<file path="src/hw/rtl/pcf_pkg.sv">
`default_nettype none
package pcf_pkg;

   localparam int unsigned ReqTypeW = 3;
   localparam int unsigned PcW      = 6;

   typedef logic [PcW-1:0] pc_type;

   // request codes
   typedef enum logic [ReqTypeW-1:0] {
      REQ_STATUS = 3'd0,
      REQ_STOP   = 3'd1,
      REQ_VOLUME = 3'd2,
      REQ_REPEAT = 3'd3,
      REQ_PLAY   = 3'd4,
      REQ_FORGET = 3'd5
   } req_code_type;

   // frame constants
   localparam logic [7:0] START_BYTE   = 8'hAA;
   localparam logic [7:0] CMD_STATUS   = 8'h01;
   localparam logic [7:0] CMD_STOP     = 8'h04;
   localparam logic [7:0] CMD_VOLUME   = 8'h13;
   localparam logic [7:0] CMD_LOOPMODE = 8'h18;
   localparam logic [7:0] CMD_REPEATS  = 8'h19;
   localparam logic [7:0] CMD_PLAY     = 8'h08;
   localparam logic [7:0] LEN_ZERO     = 8'h00;
   localparam logic [7:0] LEN_ONE      = 8'h01;
   localparam logic [7:0] LEN_TWO      = 8'h02;
   localparam logic [7:0] LEN_PATH     = 8'h0B;
   localparam logic [7:0] LOOP_ON      = 8'h01;
   localparam logic [7:0] DRIVE_SD     = 8'h02;
   localparam logic [7:0] CH_SLASH     = 8'h2F;
   localparam logic [7:0] CH_STAR      = 8'h2A;
   localparam logic [7:0] CH_M         = 8'h4D;
   localparam logic [7:0] CH_P         = 8'h50;
   localparam logic [7:0] CH_3         = 8'h33;
   localparam logic [3:0] ASCII_DIGIT  = 4'h3;
   localparam logic [7:0] VOLUME_MAX   = 8'd30;

   // reciprocal of ten, exact for 16-bit dividends
   localparam logic [15:0] RECIP_TEN   = 16'd52429;
   localparam int unsigned RECIP_SHIFT = 19;

   typedef enum logic [2:0] {
      OP_NEXT,
      OP_END,
      OP_DIV,
      OP_VOLCHK,
      OP_FORGET
   } op_type;

   typedef enum logic [2:0] {
      SRC_NONE,
      SRC_CONST,
      SRC_VOL,
      SRC_REP_HI,
      SRC_REP_LO,
      SRC_DIGIT,
      SRC_SUM
   } src_type;

   typedef struct packed {
      op_type     op;
      src_type    src;
      logic [7:0] konst;
   } cw_type;

   typedef struct packed {
      logic   load;
      logic   step;
      cw_type cw;
   } ctl_type;

   typedef struct packed {
      logic vol_bad;
      logic slot_free;
   } stat_type;

   // program entry points
   localparam pc_type UC_STATUS = 6'd0;
   localparam pc_type UC_STOP   = 6'd4;
   localparam pc_type UC_VOLUME = 6'd8;
   localparam pc_type UC_REPEAT = 6'd14;
   localparam pc_type UC_PLAY   = 6'd25;
   localparam pc_type UC_FORGET = 6'd45;
   localparam pc_type UC_IGNORE = 6'd46;

   function automatic cw_type mk(op_type op, src_type src, logic [7:0] k);
      cw_type c;
      c.op    = op;
      c.src   = src;
      c.konst = k;
      return c;
   endfunction

   function automatic pc_type entry(logic [ReqTypeW-1:0] t);
      pc_type p;
      case (t)
         REQ_STATUS: p = UC_STATUS;
         REQ_STOP:   p = UC_STOP;
         REQ_VOLUME: p = UC_VOLUME;
         REQ_REPEAT: p = UC_REPEAT;
         REQ_PLAY:   p = UC_PLAY;
         REQ_FORGET: p = UC_FORGET;
         default:    p = UC_IGNORE;
      endcase
      return p;
   endfunction

   // control store
   function automatic cw_type ucode(pc_type pc);
      cw_type c;
      case (pc)
         // status request
         6'd0:  c = mk(OP_NEXT,   SRC_CONST,  START_BYTE);
         6'd1:  c = mk(OP_NEXT,   SRC_CONST,  CMD_STATUS);
         6'd2:  c = mk(OP_NEXT,   SRC_CONST,  LEN_ZERO);
         6'd3:  c = mk(OP_END,    SRC_SUM,    LEN_ZERO);
         // stop
         6'd4:  c = mk(OP_NEXT,   SRC_CONST,  START_BYTE);
         6'd5:  c = mk(OP_NEXT,   SRC_CONST,  CMD_STOP);
         6'd6:  c = mk(OP_NEXT,   SRC_CONST,  LEN_ZERO);
         6'd7:  c = mk(OP_END,    SRC_SUM,    LEN_ZERO);
         // set volume
         6'd8:  c = mk(OP_VOLCHK, SRC_NONE,   LEN_ZERO);
         6'd9:  c = mk(OP_NEXT,   SRC_CONST,  START_BYTE);
         6'd10: c = mk(OP_NEXT,   SRC_CONST,  CMD_VOLUME);
         6'd11: c = mk(OP_NEXT,   SRC_CONST,  LEN_ONE);
         6'd12: c = mk(OP_NEXT,   SRC_VOL,    LEN_ZERO);
         6'd13: c = mk(OP_END,    SRC_SUM,    LEN_ZERO);
         // set repeats: loop mode frame, then count frame
         6'd14: c = mk(OP_NEXT,   SRC_CONST,  START_BYTE);
         6'd15: c = mk(OP_NEXT,   SRC_CONST,  CMD_LOOPMODE);
         6'd16: c = mk(OP_NEXT,   SRC_CONST,  LEN_ONE);
         6'd17: c = mk(OP_NEXT,   SRC_CONST,  LOOP_ON);
         6'd18: c = mk(OP_NEXT,   SRC_SUM,    LEN_ZERO);
         6'd19: c = mk(OP_NEXT,   SRC_CONST,  START_BYTE);
         6'd20: c = mk(OP_NEXT,   SRC_CONST,  CMD_REPEATS);
         6'd21: c = mk(OP_NEXT,   SRC_CONST,  LEN_TWO);
         6'd22: c = mk(OP_NEXT,   SRC_REP_HI, LEN_ZERO);
         6'd23: c = mk(OP_NEXT,   SRC_REP_LO, LEN_ZERO);
         6'd24: c = mk(OP_END,    SRC_SUM,    LEN_ZERO);
         // play file: five divide steps, then the frame
         6'd25: c = mk(OP_DIV,    SRC_NONE,   LEN_ZERO);
         6'd26: c = mk(OP_DIV,    SRC_NONE,   LEN_ZERO);
         6'd27: c = mk(OP_DIV,    SRC_NONE,   LEN_ZERO);
         6'd28: c = mk(OP_DIV,    SRC_NONE,   LEN_ZERO);
         6'd29: c = mk(OP_DIV,    SRC_NONE,   LEN_ZERO);
         6'd30: c = mk(OP_NEXT,   SRC_CONST,  START_BYTE);
         6'd31: c = mk(OP_NEXT,   SRC_CONST,  CMD_PLAY);
         6'd32: c = mk(OP_NEXT,   SRC_CONST,  LEN_PATH);
         6'd33: c = mk(OP_NEXT,   SRC_CONST,  DRIVE_SD);
         6'd34: c = mk(OP_NEXT,   SRC_CONST,  CH_SLASH);
         6'd35: c = mk(OP_NEXT,   SRC_DIGIT,  LEN_ZERO);
         6'd36: c = mk(OP_NEXT,   SRC_DIGIT,  LEN_ZERO);
         6'd37: c = mk(OP_NEXT,   SRC_DIGIT,  LEN_ZERO);
         6'd38: c = mk(OP_NEXT,   SRC_DIGIT,  LEN_ZERO);
         6'd39: c = mk(OP_NEXT,   SRC_DIGIT,  LEN_ZERO);
         6'd40: c = mk(OP_NEXT,   SRC_CONST,  CH_STAR);
         6'd41: c = mk(OP_NEXT,   SRC_CONST,  CH_M);
         6'd42: c = mk(OP_NEXT,   SRC_CONST,  CH_P);
         6'd43: c = mk(OP_NEXT,   SRC_CONST,  CH_3);
         6'd44: c = mk(OP_END,    SRC_SUM,    LEN_ZERO);
         // forget volume
         6'd45: c = mk(OP_FORGET, SRC_NONE,   LEN_ZERO);
         // unknown request
         default: c = mk(OP_END,  SRC_NONE,   LEN_ZERO);
      endcase
      return c;
   endfunction

endpackage
`default_nettype wire

</file>
<file path="src/hw/rtl/pcf_if.sv">
`default_nettype none
interface pcf_req_if;
   logic        valid;
   logic        ready;
   logic [2:0]  req_type;
   logic [7:0]  volume;
   logic [15:0] repeat_count;
   logic [15:0] file_number;

   modport source (output valid, req_type, volume, repeat_count, file_number, input ready);
   modport sink (input valid, req_type, volume, repeat_count, file_number, output ready);
   modport monitor (input valid, ready, req_type, volume, repeat_count, file_number);
endinterface

interface pcf_rsp_if;
   logic       valid;
   logic       ready;
   logic [7:0] tx_byte;
   logic       last_byte;

   modport source (output valid, tx_byte, last_byte, input ready);
   modport sink (input valid, tx_byte, last_byte, output ready);
   modport monitor (input valid, ready, tx_byte, last_byte);
endinterface
`default_nettype wire

</file>
<file path="src/hw/rtl/pcf_seq.sv">
`default_nettype none
module pcf_seq (
   input  wire logic              clock,
   input  wire logic              reset,
   input  wire logic              req_valid,
   input  wire logic [2:0]        req_type,
   output logic                   req_ready,
   input  wire pcf_pkg::stat_type stat,
   output pcf_pkg::ctl_type       ctl
);

   typedef enum logic {
      ST_IDLE,
      ST_RUN
   } state_type;

   state_type        state_ff, state_in;
   pcf_pkg::pc_type  pc_ff, pc_in;
   pcf_pkg::cw_type  cw;
   logic             load, step, emit, done;

   assign cw        = pcf_pkg::ucode(pc_ff);
   assign req_ready = (state_ff == ST_IDLE);
   assign load      = req_valid && req_ready;
   assign emit      = (cw.src != pcf_pkg::SRC_NONE);
   // an emitting step waits for room in the output register
   assign step      = (state_ff == ST_RUN) && (!emit || stat.slot_free);
   assign done      = (cw.op == pcf_pkg::OP_END) || (cw.op == pcf_pkg::OP_FORGET) ||
                      ((cw.op == pcf_pkg::OP_VOLCHK) && stat.vol_bad);

   assign ctl.load = load;
   assign ctl.step = step;
   assign ctl.cw   = cw;

   always_comb begin
      state_in = state_ff;
      pc_in    = pc_ff;
      case (state_ff)
         ST_IDLE: begin
            if (load) begin
               state_in = ST_RUN;
               pc_in    = pcf_pkg::entry(req_type);
            end
         end
         ST_RUN: begin
            if (step) begin
               if (done) begin
                  state_in = ST_IDLE;
               end else begin
                  pc_in = pc_ff + pcf_pkg::pc_type'(1);
               end
            end
         end
         default: state_in = ST_IDLE;
      endcase
   end

   always_ff @(posedge clock) begin
      if (reset) begin
         state_ff <= ST_IDLE;
         pc_ff    <= '0;
      end else begin
         state_ff <= state_in;
         pc_ff    <= pc_in;
      end
   end

endmodule
`default_nettype wire

</file>
<file path="src/hw/rtl/pcf_dpath.sv">
`default_nettype none
module pcf_dpath (
   input  wire logic             clock,
   input  wire logic             reset,
   input  wire pcf_pkg::ctl_type ctl,
   output pcf_pkg::stat_type     stat,
   input  wire logic [7:0]       volume,
   input  wire logic [15:0]      repeat_count,
   input  wire logic [15:0]      file_number,
   output logic                  rsp_valid,
   input  wire logic             rsp_ready,
   output logic [7:0]            tx_byte,
   output logic                  rsp_last
);

   localparam int unsigned QW = 16 - pcf_pkg::RECIP_SHIFT + 16;

   logic [7:0]       vol_ff;
   logic [15:0]      rep_ff;
   logic [15:0]      val_ff, val_in;
   logic [4:0][3:0]  dig_ff, dig_in;
   logic [7:0]       sum_ff, sum_in;
   logic [4:0]       last_vol_ff, last_vol_in;
   logic             valid_ff, valid_in;
   logic [7:0]       byte_ff, byte_in;
   logic             last_ff, last_in;

   logic [31:0]      prod;
   logic [QW-1:0]    quot;
   logic [3:0]       rem;
   logic [7:0]       sel_byte;
   logic             emit;

   assign prod = 32'(val_ff) * 32'(pcf_pkg::RECIP_TEN);
   assign quot = prod[31:pcf_pkg::RECIP_SHIFT];
   assign rem  = 4'(val_ff - ({3'b0, quot} << 3) - ({3'b0, quot} << 1));

   assign emit = ctl.step && (ctl.cw.src != pcf_pkg::SRC_NONE);

   always_comb begin
      case (ctl.cw.src)
         pcf_pkg::SRC_CONST:  sel_byte = ctl.cw.konst;
         pcf_pkg::SRC_VOL:    sel_byte = vol_ff;
         pcf_pkg::SRC_REP_HI: sel_byte = rep_ff[15:8];
         pcf_pkg::SRC_REP_LO: sel_byte = rep_ff[7:0];
         pcf_pkg::SRC_DIGIT:  sel_byte = {pcf_pkg::ASCII_DIGIT, dig_ff[0]};
         pcf_pkg::SRC_SUM:    sel_byte = sum_ff;
         default:             sel_byte = '0;
      endcase
   end

   assign stat.vol_bad   = (vol_ff == 8'd0) || (vol_ff > pcf_pkg::VOLUME_MAX) ||
                           (vol_ff == {3'b0, last_vol_ff});
   assign stat.slot_free = !valid_ff || rsp_ready;

   always_comb begin
      val_in      = val_ff;
      dig_in      = dig_ff;
      sum_in      = sum_ff;
      last_vol_in = last_vol_ff;
      valid_in    = valid_ff && !rsp_ready;
      byte_in     = byte_ff;
      last_in     = last_ff;
      if (ctl.load) begin
         val_in = file_number;
         sum_in = '0;
      end
      if (ctl.step) begin
         case (ctl.cw.op)
            pcf_pkg::OP_DIV: begin
               // remainders enter at the bottom; the leading digit ends up at index 0
               val_in = 16'(quot);
               dig_in = {dig_ff[3:0], rem};
            end
            pcf_pkg::OP_VOLCHK: begin
               if (!stat.vol_bad) last_vol_in = vol_ff[4:0];
            end
            pcf_pkg::OP_FORGET: last_vol_in = '0;
            default: ;
         endcase
      end
      if (emit) begin
         valid_in = 1'b1;
         byte_in  = sel_byte;
         last_in  = (ctl.cw.op == pcf_pkg::OP_END);
         sum_in   = (ctl.cw.src == pcf_pkg::SRC_SUM) ? 8'd0 : 8'(sum_ff + sel_byte);
         if (ctl.cw.src == pcf_pkg::SRC_DIGIT) dig_in = {4'd0, dig_ff[4:1]};
      end
   end

   always_ff @(posedge clock) begin
      if (reset) begin
         last_vol_ff <= '0;
         valid_ff    <= 1'b0;
         sum_ff      <= '0;
      end else begin
         last_vol_ff <= last_vol_in;
         valid_ff    <= valid_in;
         sum_ff      <= sum_in;
      end
      if (ctl.load) begin
         vol_ff <= volume;
         rep_ff <= repeat_count + 16'd1;
      end
      val_ff  <= val_in;
      dig_ff  <= dig_in;
      byte_ff <= byte_in;
      last_ff <= last_in;
   end

   assign rsp_valid = valid_ff;
   assign tx_byte   = byte_ff;
   assign rsp_last  = last_ff;

endmodule
`default_nettype wire

</file>
<file path="src/hw/rtl/player_command_framer_core.sv">
`default_nettype none
// Command framer for a serial audio player.
//
// req_chan: one command per transfer (req_type, volume, repeat_count,
//   file_number). rsp_chan: one frame byte per transfer; last_byte marks
//   the final byte a command produces. Rejected or unchanged volume, forget
//   volume and unknown codes give no rsp transfer at all.
// Control is a small program in a constant control store; the sequencer
//   steps one control word per cycle, an emitting word waiting for room;
//   the datapath mixes in the payload, keeps the running checksum and turns
//   the file number into digits.
// Order: the request is registered into the sequencer, each frame byte into
//   the output register; set volume first runs its range check, play file
//   first runs five divide-by-ten steps. A command holds the block until its
//   program ends; req_chan.ready is high only between commands; one command
//   is worked on at a time.
// Stall: a byte waits in the output register while rsp_chan.ready is low
//   and the program holds on its next byte; the final byte may still wait
//   while the next command is taken.
// Reset: synchronous; clears the sequencer, the output valid, the checksum
//   and the remembered volume (no volume sent).
module player_command_framer_core (
   input  wire logic  clock,
   input  wire logic  reset,
   pcf_req_if.sink    req_chan,
   pcf_rsp_if.source  rsp_chan
);

   pcf_pkg::ctl_type  ctl;
   pcf_pkg::stat_type stat;

   // step counter and control store
   pcf_seq u_seq (
      .clock     (clock),
      .reset     (reset),
      .req_valid (req_chan.valid),
      .req_type  (req_chan.req_type),
      .req_ready (req_chan.ready),
      .stat      (stat),
      .ctl       (ctl)
   );

   // payload, checksum, digit divider, remembered volume, output register
   pcf_dpath u_dpath (
      .clock        (clock),
      .reset        (reset),
      .ctl          (ctl),
      .stat         (stat),
      .volume       (req_chan.volume),
      .repeat_count (req_chan.repeat_count),
      .file_number  (req_chan.file_number),
      .rsp_valid    (rsp_chan.valid),
      .rsp_ready    (rsp_chan.ready),
      .tx_byte      (rsp_chan.tx_byte),
      .rsp_last     (rsp_chan.last_byte)
   );

endmodule
`default_nettype wire

</file>
<file path="src/flat_wrapper.sv">
// flat-port wrapper written by rule: the top's interface ports become plain ports
module player_command_framer_core_flat 
  (clock, reset, req_chan_valid, req_chan_req_type, req_chan_volume, req_chan_repeat_count, req_chan_file_number, req_chan_ready, rsp_chan_valid, rsp_chan_tx_byte, rsp_chan_last_byte, rsp_chan_ready);
  pcf_req_if req_chan_i ();
  pcf_rsp_if rsp_chan_i ();
  input  wire logic clock;
  input  wire logic reset;
  input wire logic [$bits(req_chan_i.valid)-1:0] req_chan_valid;
  input wire logic [$bits(req_chan_i.req_type)-1:0] req_chan_req_type;
  input wire logic [$bits(req_chan_i.volume)-1:0] req_chan_volume;
  input wire logic [$bits(req_chan_i.repeat_count)-1:0] req_chan_repeat_count;
  input wire logic [$bits(req_chan_i.file_number)-1:0] req_chan_file_number;
  output wire logic [$bits(req_chan_i.ready)-1:0] req_chan_ready;
  output wire logic [$bits(rsp_chan_i.valid)-1:0] rsp_chan_valid;
  output wire logic [$bits(rsp_chan_i.tx_byte)-1:0] rsp_chan_tx_byte;
  output wire logic [$bits(rsp_chan_i.last_byte)-1:0] rsp_chan_last_byte;
  input wire logic [$bits(rsp_chan_i.ready)-1:0] rsp_chan_ready;
  assign req_chan_i.valid = req_chan_valid;
  assign req_chan_i.req_type = req_chan_req_type;
  assign req_chan_i.volume = req_chan_volume;
  assign req_chan_i.repeat_count = req_chan_repeat_count;
  assign req_chan_i.file_number = req_chan_file_number;
  assign req_chan_ready = req_chan_i.ready;
  assign rsp_chan_valid = rsp_chan_i.valid;
  assign rsp_chan_tx_byte = rsp_chan_i.tx_byte;
  assign rsp_chan_last_byte = rsp_chan_i.last_byte;
  assign rsp_chan_i.ready = rsp_chan_ready;
  player_command_framer_core u_core (.clock(clock), .reset(reset), .req_chan(req_chan_i), .rsp_chan(rsp_chan_i));
endmodule
</file>
<file path="config.mk">
export PLATFORM = sky130hd
export DESIGN_NAME = player_command_framer_core_flat
export DESIGN_NICKNAME = d
export VERILOG_FILES = /design/src/hw/rtl/pcf_pkg.sv /design/src/hw/rtl/pcf_if.sv /design/src/hw/rtl/pcf_seq.sv /design/src/hw/rtl/pcf_dpath.sv /design/src/hw/rtl/player_command_framer_core.sv /design/src/flat_wrapper.sv
export SDC_FILE = /design/constraint.sdc
export NUM_CORES = 1
export LEC_CHECK = 0
export ABC_CLOCK_PERIOD_IN_PS = 6000
export BUFFER_PORTS_ARGS = -buffer_cell sky130_fd_sc_hd__buf_2
export CAP_MARGIN = 40
export CORE_AREA = 2 2 126 176
export CTS_CLUSTER_SIZE = 24
export DETAILED_ROUTE_END_ITERATION = 7
export DIE_AREA = 0 0 128 178
export HOLD_SLACK_MARGIN = 0.08
export PLACE_DENSITY = 0.68
export SLEW_MARGIN = 5
export SYNTH_ARGS = -nofsm -noshare
export SYNTH_HDL_FRONTEND = slang
export SYNTH_HIERARCHICAL = 1
export SYNTH_SLANG_ARGS = --single-unit
</file>
<file path="constraint.sdc">
create_clock -name clock -period 6 [get_ports clock]
set_input_delay 1.2 -clock clock [delete_from_list [all_inputs] [get_ports clock]]
set_output_delay 1.2 -clock clock [all_outputs]
set_load 0.05 [all_outputs]
</file>
* Word level (Yosys, flattened, before mapping)
Memories as Yosys holds them, arrays and structs flattened. A register that Yosys moved wholly into a read port is not among the register bits.
Index checks and enable logic that the tools add are counted.
** Operators by class
- Mux-type cells :: 25
- Add/subtract/negate cells :: 5
- Reduce and logical (&&, ||, !) cells :: 21
- Equality and inequality tests :: 20
- Multipliers :: 1
- Bitwise gates (word level) :: 1
- Div/mod/pow operators :: 0
- Shifts and indexed selects :: 0
- $lt $le $gt $ge :: 1
** Operators with widths (number)
- 20-bit two-way mux :: 4
- 16-bit two-way mux :: 3
- 8-bit one-hot mux with 6 select lines :: 1
- 6-bit one-hot mux with 6 select lines :: 1
- 16-bit by 16-bit multiplier with 32-bit output, second input constant :: 1
- 6-bit two-way mux :: 5
- 8-bit two-way mux :: 3
- 3-bit by 2-bit == test with 1-bit output, second input constant :: 6
- 3-bit == test, second input constant :: 6
- 16-bit by 1-bit adder with 16-bit output, second input constant :: 1
- 6-bit one-hot mux with 2 select lines :: 1
- 5-bit one-hot mux with 2 select lines :: 1
- 3-bit by 1-bit == test with 1-bit output, second input constant :: 3
- 8-bit adder :: 1
- 8-bit by 5-bit == test with 1-bit output :: 1
- 8-bit by 5-bit greater-than comparator with 1-bit output, second input constant :: 1
- 8-bit zero test :: 1
- 4-bit subtractor :: 2
- 6-bit by 1-bit adder with 6-bit output, second input constant :: 1
- 1-bit logical OR :: 6
- 3-bit AND reduction :: 2
- 1-bit logical AND :: 5
- 5-bit two-way mux :: 1
- 1-bit two-way mux :: 4
- 8 further kinds :: 13
** Word-level totals
- Bits in read-only memories :: 896
- Bits in latches :: 0
- Bits in registers :: 90
- Memories kept :: 1
- Memory bits (writable) :: 0
- Output and inout bits :: 11
** Memory list
- (name not given) :: words 64, width 14, rd ports 1, clocked after memory_dff 1, write ports 0, RTL line pcf_pkg.sv:114 : case (pc)

* Depth between registers and ports, before layout
- Depth after elaboration :: 10
- Mapped depth :: 28

* Hierarchy
The synthesis kept the hierarchy.
** By module, submodules not included
- pcf_dpath :: times used 1, cells each 928, area each 8779.7 um^2
- pcf_seq :: times used 1, cells each 194, area each 1644.1 um^2

* Least setup slack after synthesis
No wires, ideal clock.
- Path type :: register to register
- Start :: register u_core.u_dpath.val_ff[7]
- End :: register u_core/u_dpath/dig_ff[3] in the netlist's numbering
- Clock period less this slack :: 6.175 ns
- Cell stages (with the launch flop) :: 26
- Required time :: 5.870 ns
- Buffers on the path :: 0
- Path slack :: -0.175 ns
- Arrival time :: 6.045 ns
- Path through :: dfxtp_1 -> ha_1 -> inv_1 -> fa_1 -> inv_1 -> fa_1 -> fa_1 -> fa_1 -> inv_1 -> fa_1 -> inv_1 -> ha_1 -> nand2_1 -> o21ai_2 -> o21a_1 -> nor2_1 -> xnor2_1 -> ha_1 -> or3b_2 -> nor3b_1 -> inv_1 -> o221ai_1 -> nor3_1 -> xnor2_1 -> xnor2_1 -> o31ai_1
** RTL lines
- from (decl) :: RTL line pcf_dpath.sv:20 : logic [15:0] val_ff, val_in;
- from (signal assigned) :: RTL line pcf_dpath.sv:105 : val_ff <= val_in;
- to (signal assigned) :: RTL line pcf_dpath.sv:106 : dig_ff <= dig_in;
- to (decl) :: RTL line pcf_dpath.sv:21 : logic [4:0][3:0] dig_ff, dig_in;

==> impl_metrics.csv <==
group,metric,value,unit
synthesis,syn_area_per_cell,9.290,µm²
setup_path,slowest_delay,0.58,ns
place,gp_congestion,0.9761,
place,place_ws,-0.2250,ns
setup_path,end_kind,"register",
cts,cts_buffers,9,
hold_path,hp-class,"register to register",
floorplanning,die-height,178,µm
cts,clk_latency,0.35,ns
timing,finalHoldViolCount,0,
cts,cts_root_buffer,"clkbuf_16",
drt,vias_per_cell,5.703,
drt,wl_per_cell,18.23,µm
synthesis,synth_top_family_by_area,"adder cells",
synthesis,async_flop_share,0,
place,io_buffers,57,
synthesis,netlist_area,0.01042,mm²
timing,skew,0.008970,ns
setup_path,reg2reg_slack,-0.02,ns
final_layout,drive_gt1_frac,0.2185,
synthesis,synthesis.nets,1401,
global_route,grt_first_pass_wirelength,44850,µm
run,maxCapViolations,0,
synthesis,synth_cell_types,90,
setup_path,crit_type,"register to register",
setup_path,crit_start,"u_core/u_dpath/val_ff[10]$_DFF_P_",
cts,path_clk_slew,0.08,ns
global_route,grt_overflow,0,
drt,drc_errors,0,
timing,tightest_slew,0.9111,ns
setup_path,cp_slowest_cell,"fa_1",
run_status,status,"complete, but fails checks",
synthesis,yosys_most_used_dff,"dfxtp_1",
global_route,grt_max_degree,41,
timing,layout_setup_ws,-0.01598,ns
synthesis,muxShareOfSynthArea,0.02893,
cts,htree_levels,3,
synthesis,synth_simple_gate_area_frac,0.1220,
global_route,antenna_found_initial,2,
synthesis,synth_compound_area_frac,0.1578,
setup_path,cp.arrival,6.28,ns
floorplanning,initial_utilization,0.4934,
floorplanning,die_area,0.02278,mm²
floorplanning,die_w,128,µm
synthesis,synth_warnings,6,
final_layout,final_area,0.01233,mm²
global_route,grt_pass1_vias,8935,
synthesis,synth_seq_cells,104,
synthesis,synth.top_cell.area_share,0.1813,
global_route,track_usage,0.2527,
setup_path,r2r_start,"u_core/u_dpath/val_ff[10]$_DFF_P_",
setup_path,cp-start-kind,"register",
cts,cts-hold-fix-buffers,0,
run_status,violations,"negative setup slack",
setup_path,critPathMaxFanout,4,
timing,setup_viol,1,
drt,drtPass1Iterations,5,
synthesis,synth_cells,1122,
drt,dr.first_iter.drc_count,473,
timing,min_period_over_period,1.003,
drt,num_vias,8640,
setup_path,cp_common_cell,"inv_2",
final_layout,area_growth,18.32,%
floorplanning,num_rows,63,
synthesis,synth_edf_count,33,
synthesis,synth_adder_area_share,0.3368,
timing,slew_headroom,0.3917,
synthesis,yosys-top-cells-area,"ha_1, fa_1, dfxtp_1",
timing,period_needed,6.016,ns
synthesis,post-synth-top-count-cell,"inv_1",
timing,slew_violations,0,
place,place_hpwl,22050,µm
final_layout,fin_cells,1515,
timing,clock.fmax,166.2,MHz
synthesis,synth_common_cells,"inv_1, ha_1, nand2_1",
cts,cts.sinks,104,
cts,cts_max_path_buffers,2,
final_layout,num-nets-final,1528,
drt,routed_wl,27620,µm
cts,cts_tree,"built",
place,place_area,0.01144,mm²
drt,ant_nets,0,
hold_path,hp-start,"u_core/u_dpath/dig_ff[17]$_DFF_P_",
floorplanning,core,0.02113,mm²
synthesis,yosysTopAreaCell,"ha_1",
floorplanning,num_io_pins,58,
timing,rsz0062_at_grt,"yes",
setup_path,crit_required,6.26,ns
synthesis,synth-xor-area-share,0.03865,
timing,holdWs,0.4631,ns
synthesis,ys_seq_area_frac,0.2314,
place,place_inst,1474,
[what timing repair did]
item	in CTS	in global routing
pin swaps	53	25
setup endpoints to repair	2	3
buffers inserted	17	7
gates resized for setup	58	24
[stage by stage]
stage,util,setup TNS (ns)
after floorplan,-,0
after global placement,0.5415,-0.09241
after detailed placement,0.5415,-0.2250
after CTS,0.5761,-0.01817
after global routing,0.5837,-0.4007
final,0.5838,-0.01598
[placed cells by master (no fill, tap or decap), drive strengths merged, types with 6 or more instances in the layout]
cell	netlist	routed
o21ai	31	31
a31oi	20	20
or3	6	6
o211ai	10	10
xor2	19	19
fa	81	81
xnor2	27	27
edfxtp	33	33
ha	151	151
mux2	9	9
dfxtp	71	71
a221oi	9	9
inv	186	190
nand4	6	6
nor3	22	22
a211oi	7	7
and3	6	6
mux2i	20	20
a21o	19	19
nor2b	6	6
nor2	76	76
a22oi	17	17
clkbuf	19	11
nand3	23	23
nand2	86	86
o211a	7	7
buf	17	152
a21oi	55	55
[flip-flops by register name (all words and copies together), names as in the netlist]
register,flops
u_core/u_dpath/dig_ff,20
u_core/u_dpath/rep_ff,16
u_core/u_dpath/val_ff,16
u_core/u_seq/cw,14
u_core/u_dpath/sum_ff,8
u_core/u_dpath/tx_byte,8
u_core/u_dpath/vol_ff,8
u_core/u_seq/pc_ff,6
u_core/u_dpath/last_vol_ff,5
u_core/u_dpath/rsp_last,1
u_core/u_dpath/rsp_valid,1
u_core/u_seq/state_ff,1
[path summary, 6_finish.rpt]
path / depth (start not counted) / endpoint
worst min register to register: 2 / u_core/u_dpath/dig_ff[17]$_DFF_P_
worst max register to register: 28 / u_core/u_dpath/dig_ff[3]$_DFF_P_
worst min-delay path: 2 / u_core/u_dpath/dig_ff[17]$_DFF_P_
worst max-delay path: 28 / u_core/u_dpath/dig_ff[3]$_DFF_P_
[per-layer routing]
| metal | GRT usage | vias up | routed length, µm |
|---|---|---|---|
| met3 | 0.03179 | 103 | 1174 |
| met5 | 0 | - | 7 |
| met2 | 0.4637 | 301 | 14420 |
| met1 | 0.2805 | 4123 | 10400 |
| met4 | 0.1415 | 2 | 1621 |
| li1 | - | 4111 | - |
[worst max-delay path, delay by kind of cell, from the launching register on]
family / cells / cell delay, ns
fa+ha+maj: 8 / 3.06
flops: 1 / 0.36
simple gates: 6 / 1.04
compound gates: 5 / 0.73
xor+xnor: 3 / 0.36
buf+inv: 6 / 0.34
[cell families (layout without fill, tap and decap cells)]
logic type | Yosys count | after routing
simple gates | 264 | 264
fa+ha+maj | 232 | 232
mux | 29 | 29
compound gates | 224 | 224
buf+inv | 223 | 355
other cells | 0 | 1
flops | 104 | 104
xor+xnor | 46 | 46
[layout make-up]
class,count,area [µm²]
clock inverter,5,62.56
fill,1852,8792
tap,260,325.3
multi-input combinational,795,7532
timing repair buffer,152,1013
sequential,104,2449
clock buffer,11,246.5
inverter,187,701.9
antenna,1,2.502
Power is not shown: default switching activity piles up to over one toggle a cycle in this logic, so the estimate is an artifact.
